**config.mk**
```make
export PLATFORM = sky130hd
export DESIGN_NAME = keypad_frame_deframer_top
export DESIGN_NICKNAME = d
export VERILOG_FILES = /design/src/hw/rtl/kfd_pkg.sv /design/src/hw/rtl/keypad_frame_deframer_top.sv
export SDC_FILE = /design/constraint.sdc
export NUM_CORES = 1
export LEC_CHECK = 0
export BUFFER_PORTS_ARGS = -buffer_cell sky130_fd_sc_hd__buf_2
export CORE_MARGIN = 5
export CORE_UTILIZATION = 35
export CTS_CLUSTER_SIZE = 16
export DETAILED_ROUTE_END_ITERATION = 8
export GPL_TIMING_DRIVEN = 0
export PLACE_DENSITY = 0.57
export SETUP_SLACK_MARGIN = 0.4
export SLEW_MARGIN = 20
export SYNTH_ARGS = -nofsm -noshare
export SYNTH_HDL_FRONTEND = slang
export SYNTH_SLANG_ARGS = --single-unit
```
**constraint.sdc**
```tcl
create_clock -name clk -period 4.45 [get_ports clk]
set_clock_uncertainty 0.1 [all_clocks]
set_input_delay 0.445 -clock clk [delete_from_list [all_inputs] [get_ports clk]]
set_output_delay 0.445 -clock clk [all_outputs]
set_load 0.005 [all_outputs]
```
**src/hw/rtl/kfd_pkg.sv**
```systemverilog
// ----------------------------------------------------------------------------
// kfd_pkg
// Shared types and constants for the keypad frame deframer.
// ----------------------------------------------------------------------------
package kfd_pkg;

  // Default frame geometry.
  localparam int unsigned IV_BYTES_DEF    = 16;
  localparam int unsigned MAX_PAYLOAD_DEF = 255;

  // Position counter width, header length in bytes and payload compare width.
  localparam int unsigned POS_W      = 9;
  localparam int unsigned HDR_BYTES  = 4;
  localparam int unsigned MAXPAY_W   = 13;

  localparam logic [7:0] CKSUM_SEED = 8'h7E;
  localparam logic [7:0] STOP_MARK  = 8'h81;

  typedef enum logic [3:0] {
    KIND_SIZE     = 4'd0,
    KIND_ID       = 4'd1,
    KIND_ADDRESS  = 4'd2,
    KIND_FUNCTION = 4'd3,
    KIND_IV       = 4'd4,
    KIND_PAYLOAD  = 4'd5,
    KIND_CHECKSUM = 4'd6,
    KIND_STOP     = 4'd7,
    KIND_STRAY    = 4'd8
  } field_kind_t;

  typedef enum logic [2:0] {
    STAT_PENDING  = 3'd0,
    STAT_OK       = 3'd1,
    STAT_BAD_STOP = 3'd2,
    STAT_BAD_CKS  = 3'd3,
    STAT_OUTSIDE  = 3'd4
  } frame_status_t;

endpackage

```
**src/hw/rtl/keypad_frame_deframer_top.sv**
```systemverilog
// ----------------------------------------------------------------------------
// keypad_frame_deframer_top
// Tags each received frame byte with its field and index, and checks the
// stop byte and XOR checksum at the end of the frame.
// ----------------------------------------------------------------------------
// The deframer takes one byte per clock cycle while out_ready stays high and
// gives exactly one result per byte. An accepted byte is held in the input
// register, classified against the frame state from there and registered into
// the result register that drives the output. While a result waits, the input
// register takes one more request and then in_ready drops until out_ready returns.
// A byte with in_frame_start high always opens a new frame and samples
// in_payload_length. Outside a frame, bytes come back as stray bytes.
module keypad_frame_deframer_top #(
  parameter int unsigned IV_BYTES    = kfd_pkg::IV_BYTES_DEF,
  parameter int unsigned MAX_PAYLOAD = kfd_pkg::MAX_PAYLOAD_DEF
) (
  input  logic       clk,
  input  logic       rst_n,
  input  logic       in_valid,
  output logic       in_ready,
  input  logic [7:0] in_rx_byte,
  input  logic       in_frame_start,
  input  logic [7:0] in_payload_length,
  output logic       out_valid,
  input  logic       out_ready,
  output logic [3:0] out_field_kind,
  output logic [7:0] out_field_index,
  output logic [7:0] out_field_byte,
  output logic       out_frame_end,
  output logic [2:0] out_frame_status
);

  localparam int unsigned PW = kfd_pkg::POS_W;
  localparam logic [PW-1:0] HdrEnd = PW'(kfd_pkg::HDR_BYTES);
  localparam logic [PW-1:0] IvEnd  = PW'(kfd_pkg::HDR_BYTES + IV_BYTES);
  localparam logic [kfd_pkg::MAXPAY_W-1:0] MaxPay = kfd_pkg::MAXPAY_W'(MAX_PAYLOAD);

  // Input register.
  logic       s1_valid_r;
  logic [7:0] s1_byte_r;
  logic       s1_start_r;
  logic [7:0] s1_len_r;

  // Frame state.
  logic          in_frame_r, in_frame_nxt;
  logic [PW-1:0] pos_r, pos_nxt;
  logic [7:0]    cksum_r, cksum_nxt;
  logic [7:0]    len_r, len_nxt;
  logic [7:0]    rx_cksum_r, rx_cksum_nxt;

  // Result register.
  logic                   out_valid_r;
  kfd_pkg::field_kind_t   kind_r, kind_nxt;
  logic [7:0]             index_r, index_nxt;
  logic [7:0]             byte_r;
  logic                   end_r, end_nxt;
  kfd_pkg::frame_status_t status_r, status_nxt;

  logic          out_free;
  logic          s1_move;
  logic          eff_in_frame;
  logic [PW-1:0] eff_pos;
  logic [7:0]    eff_cksum;
  logic [7:0]    eff_len;
  logic [PW-1:0] pay_end;

  assign out_free = !out_valid_r || out_ready;
  assign s1_move  = s1_valid_r && out_free;
  assign in_ready = !s1_valid_r || out_free;

  always_ff @(posedge clk) begin
    if (!rst_n) begin
      s1_valid_r <= 1'b0;
    end else if (in_ready) begin
      s1_valid_r <= in_valid;
    end
  end

  always_ff @(posedge clk) begin
    if (in_valid && in_ready) begin
      s1_byte_r  <= in_rx_byte;
      s1_start_r <= in_frame_start;
      s1_len_r   <= in_payload_length;
    end
  end

  // A frame start resets the frame state before the byte is classified.
  always_comb begin
    if (s1_start_r) begin
      eff_in_frame = 1'b1;
      eff_pos      = '0;
      eff_cksum    = kfd_pkg::CKSUM_SEED;
      if ({{(kfd_pkg::MAXPAY_W-8){1'b0}}, s1_len_r} > MaxPay) begin
        eff_len = MaxPay[7:0];
      end else begin
        eff_len = s1_len_r;
      end
    end else begin
      eff_in_frame = in_frame_r;
      eff_pos      = pos_r;
      eff_cksum    = cksum_r;
      eff_len      = len_r;
    end
  end

  assign pay_end = IvEnd + {{(PW-8){1'b0}}, eff_len};

  always_comb begin
    in_frame_nxt = in_frame_r;
    pos_nxt      = pos_r;
    cksum_nxt    = cksum_r;
    len_nxt      = len_r;
    rx_cksum_nxt = rx_cksum_r;
    kind_nxt     = kfd_pkg::KIND_STRAY;
    index_nxt    = '0;
    end_nxt      = 1'b0;
    status_nxt   = kfd_pkg::STAT_OUTSIDE;
    if (eff_in_frame) begin
      in_frame_nxt = 1'b1;
      len_nxt      = eff_len;
      cksum_nxt    = eff_cksum;
      pos_nxt      = eff_pos + PW'(1);
      status_nxt   = kfd_pkg::STAT_PENDING;
      priority if (eff_pos < HdrEnd) begin
        cksum_nxt = eff_cksum ^ s1_byte_r;
        unique case (eff_pos[1:0])
          2'd0:    kind_nxt = kfd_pkg::KIND_SIZE;
          2'd1:    kind_nxt = kfd_pkg::KIND_ID;
          2'd2:    kind_nxt = kfd_pkg::KIND_ADDRESS;
          default: kind_nxt = kfd_pkg::KIND_FUNCTION;
        endcase
      end else if (eff_pos < IvEnd) begin
        cksum_nxt = eff_cksum ^ s1_byte_r;
        kind_nxt  = kfd_pkg::KIND_IV;
        index_nxt = 8'(eff_pos - HdrEnd);
      end else if (eff_pos < pay_end) begin
        cksum_nxt = eff_cksum ^ s1_byte_r;
        kind_nxt  = kfd_pkg::KIND_PAYLOAD;
        index_nxt = 8'(eff_pos - IvEnd);
      end else if (eff_pos == pay_end) begin
        kind_nxt     = kfd_pkg::KIND_CHECKSUM;
        rx_cksum_nxt = s1_byte_r;
      end else begin
        kind_nxt     = kfd_pkg::KIND_STOP;
        end_nxt      = 1'b1;
        in_frame_nxt = 1'b0;
        // The stop byte is checked before the checksum.
        if (s1_byte_r != kfd_pkg::STOP_MARK) begin
          status_nxt = kfd_pkg::STAT_BAD_STOP;
        end else if (~eff_cksum != rx_cksum_r) begin
          status_nxt = kfd_pkg::STAT_BAD_CKS;
        end else begin
          status_nxt = kfd_pkg::STAT_OK;
        end
      end
    end
  end

  always_ff @(posedge clk) begin
    if (!rst_n) begin
      in_frame_r <= 1'b0;
      pos_r      <= '0;
      cksum_r    <= kfd_pkg::CKSUM_SEED;
      len_r      <= '0;
      rx_cksum_r <= '0;
    end else if (s1_move) begin
      in_frame_r <= in_frame_nxt;
      pos_r      <= pos_nxt;
      cksum_r    <= cksum_nxt;
      len_r      <= len_nxt;
      rx_cksum_r <= rx_cksum_nxt;
    end
  end

  always_ff @(posedge clk) begin
    if (!rst_n) begin
      out_valid_r <= 1'b0;
    end else if (out_free) begin
      out_valid_r <= s1_valid_r;
    end
  end

  always_ff @(posedge clk) begin
    if (s1_move) begin
      kind_r   <= kind_nxt;
      index_r  <= index_nxt;
      byte_r   <= s1_byte_r;
      end_r    <= end_nxt;
      status_r <= status_nxt;
    end
  end

  assign out_valid        = out_valid_r;
  assign out_field_kind   = kind_r;
  assign out_field_index  = index_r;
  assign out_field_byte   = byte_r;
  assign out_frame_end    = end_r;
  assign out_frame_status = status_r;

endmodule

```
==> results.json <==
{
  "final_common_cell": "nand2_1",
  "fp.coreArea_sq_um": 10800,
  "layout_common_cells": "55 x nand2_1, 48 x buf_2, 40 x edfxtp_1",
  "crit_slowest_cell": "a2111oi_4",
  "netlist_instances": 376,
  "grt_pass1_wl_mm": 15.3,
  "wirelength_mm": 9.53,
  "grtUsageTotal": 0.149,
  "synth_top_area_share": 0.311,
  "crit_type": "reg2reg",
  "num_rows": 38,
  "synth_fa_ha_area_frac": 0.0421,
  "cp_top_family": "compound AO/OA/AOI/OAI gates",
  "cts_made_buffers": 9,
  "clockBufferDepth": 2,
  "holdBufCountCts": 0,
  "grt_pass1_vias": 2937,
  "stdcell_area_sq_um": 4550,
  "synth_xor_area_frac": 0.0295,
  "min_period_ps": 3700,
  "synth_mux_area_frac": 0.0470,
  "dp.cells": 561,
  "totalPowerFinal_mw": 1.49,
  "crit_path_cell_trace": "clkbuf_4 > buf_4 > mux2i_2 > inv_1 > ha_1 > inv_1 > and2_1 > nor2_1 > xor2_1 > ha_1 > a211oi_1 > nor2_1 > a2111oi_4 > buf_6 > buf_4 > o2111ai_1 > o311ai_1",
  "netlist_area_sq_um": 3860,
  "setup_viol": 0,
  "synth_compound_area_frac": 0.150,
  "cts_root_buffer": "clkbuf_8",
  "finalHoldViolations": 0,
  "crit_required_ps": 4620,
  "setup_slack_ps": 751,
  "setup_tns_ps": 0,
  "worst-path-buf-inv": 6,
  "synth.distinct_cells": 53,
  "slew_headroom": 0.361,
  "dieArea_sq_um": 13200,
  "hold_end": "s1_byte_r[1]",
  "cts_tree": "done",
  "post-route-util": 0.419,
  "fin_crit_sh": 0.831,
  "reg2reg_from": "s1_start_r",
  "via_per_inst": 5.12,
  "drc": 0,
  "grt_setup_unrepaired": "false",
  "vias": 2982,
  "drt-initial-drc-count": 163,
  "place.gp.congestion": 0.863,
  "num-fill-cells": 1073,
  "ys_warn_count": 0,
  "hold_depth": 1,
  "synth_top_cell_by_area": "edfxtp_1",
  "synth_ff_type": "edfxtp_1",
  "fmax_mhz": 270,
  "synth_area_leaders": "edfxtp_1 31%, dfxtp_1 19%, nand2_1 5.3%",
  "outcome": "finished, final reports clean",
  "hp-class": "in2reg",
  "cts.sink_count": 76,
  "drv_slew": 0,
  "reg2reg_slack_ps": 750,
  "worstPathMaxFanout": 10,
  "endpoint_kind": "flip-flop",
  "syn_nets": 410,
  "synth_edf_count": 40,
  "pin_count": 47,
  "reg2reg_to": "cksum_r[4]",
  "irDropWorstVdd_v": 0.000146,
  "start_util": 0.356,
  "syn_to_final_growth_pct": 17.7,
  "grt_overflow": 0,
  "arrival_ps": 3870,
  "startpoint_type": "flip-flop",
  "firstDrtPassIters": 4,
  "ys_seq_area_frac": 0.498,
  "antenna_cells": 0,
  "placed_area_sq_um": 4260,
  "die_w_um": 115,
  "drive_gt1_frac": 0.199,
  "grt_max_degree": 26,
  "die_y_um": 115,
  "holdWs_ps": 152,
  "synthArstFlopShare": 0,
  "clock_latency_ps": 370,
  "cts-htree-levels": 3,
  "antenna_found_initial": 0,
  "hold_path_startpoint": "in_rx_byte[1]",
  "max_stage_delay_ps": 540,
  "powerDensity_nw_per_um2": 329,
  "clk_pin_slew_worst_paths_ps": 80,
  "synthSimpleGateAreaFrac": 0.191,
  "ys_ff_latch": 76,
  "place.port_buffers": 45,
  "worst_pin_slew_ps": 958,
  "syn_avg_cell_area_sq_um": 10.3,
  "stdcell_count": 582,
  "antenna_left": 0,
  "r2r.worst_path.cells": 17,
  "pre_cts_slack_ps": 350,
  "synth_top_family_by_area": "simple AND/OR/NAND/NOR gates",
  "max_cap_viol_count": 0,
  "p_leak_nw": 1.77,
  "place_hpwl_mm": 6.91,
  "final_nets": 471,
  "post_drt_wl_per_cell_um": 16.4
}
-- how the worst max path moves through the flow --
stage	cells past startpoint	slack [ps]	to	startpoint
after floorplan	16	1040	out_field_index[6]	s1_start_r
after global placement	15	420	out_frame_status[1]	s1_start_r
after detailed placement	15	350	rx_cksum_r[5]	s1_start_r
after CTS	12	470	out_field_index[6]	s1_start_r
after global routing	16	430	out_field_index[6]	s1_start_r
final	17	750	cksum_r[4]	s1_start_r
-- cells by family (layout without fill, tap and decap cells) --
logic type	count (synthesis)	in the layout
simple gates	144	144
compound gates	77	77
flops	76	76
buf+inv	35	101
mux	18	18
fa+ha+maj	13	13
xor+xnor	13	13
-- timing repair --
| action | in CTS | in global routing |
|---|---|---|
| setup endpoints to repair | 10 | 27 |
| resized for setup | 1 | 6 |
| pin swaps | 1 | 2 |
| buffers inserted | 0 | 5 |
-- synthesized netlist by cell type, types with 2 or more instances --
cell type  number
a21boi_1        2
xnor2_1         3
nor2b_1         9
o21ai_1         2
nand2b_1        3
inv_1          14
o211a_1         5
xor2_1         10
clkbuf_1        9
a31oi_1         4
and2_1         12
nand4_1         5
buf_6           2
and3_1          4
dfxtp_1        36
o21ai_0        16
nand2_1        55
buf_4           3
nor2_1         25
mux2i_1        17
buf_2           4
o2bb2ai_1       6
or4_1           2
o22ai_1         2
ha_1           13
o31ai_1         2
a21oi_1         8
nor4b_1         3
o311ai_1        6
o2111ai_1       6
a211oi_1        2
nand3_1         9
o211ai_1        2
nor3_1          7
buf_1           3
a21boi_0        9
edfxtp_1       40
-- registers in the layout, summed over array words and instances (netlist names) --
name              count
rx_cksum_r            8
out_frame_status      2
out_field_kind        4
s1_valid_r            1
pos_r                 9
out_valid             1
out_field_index       8
cksum_r               8
len_r                 8
out_frame_end         1
s1_start_r            1
out_field_byte        8
in_frame_r            1
s1_byte_r             8
s1_len_r              8
-- report_power, final --
part	switching, mW	internal, mW
sequential	0.0179	0.766
combinational	0.0768	0.0489
clock	0.269	0.316
-- metal layers --
metal	GRT usage	vias to the layer above	routed length, um
li1	-	1482	-
met1	0.203	1405	4320
met2	0.228	87	4410
met3	0.0358	8	671
met4	0.0579	0	125
met5	0	-	0
-- layout make-up --
cell class | instances | area [sq um] | area share
clock buffers | 10 | 128 | 0.0281
inverters | 14 | 52.6 | 0.0116
flip-flops and latches | 76 | 1920 | 0.423
clock inverters | 6 | 88.8 | 0.0195
repair buffers | 50 | 275 | 0.0606
multi-input cells | 265 | 1790 | 0.393
well taps | 140 | 175 | 0.0385
plain buffers | 21 | 118 | 0.0259
Power figures use the tool's default switching activity.
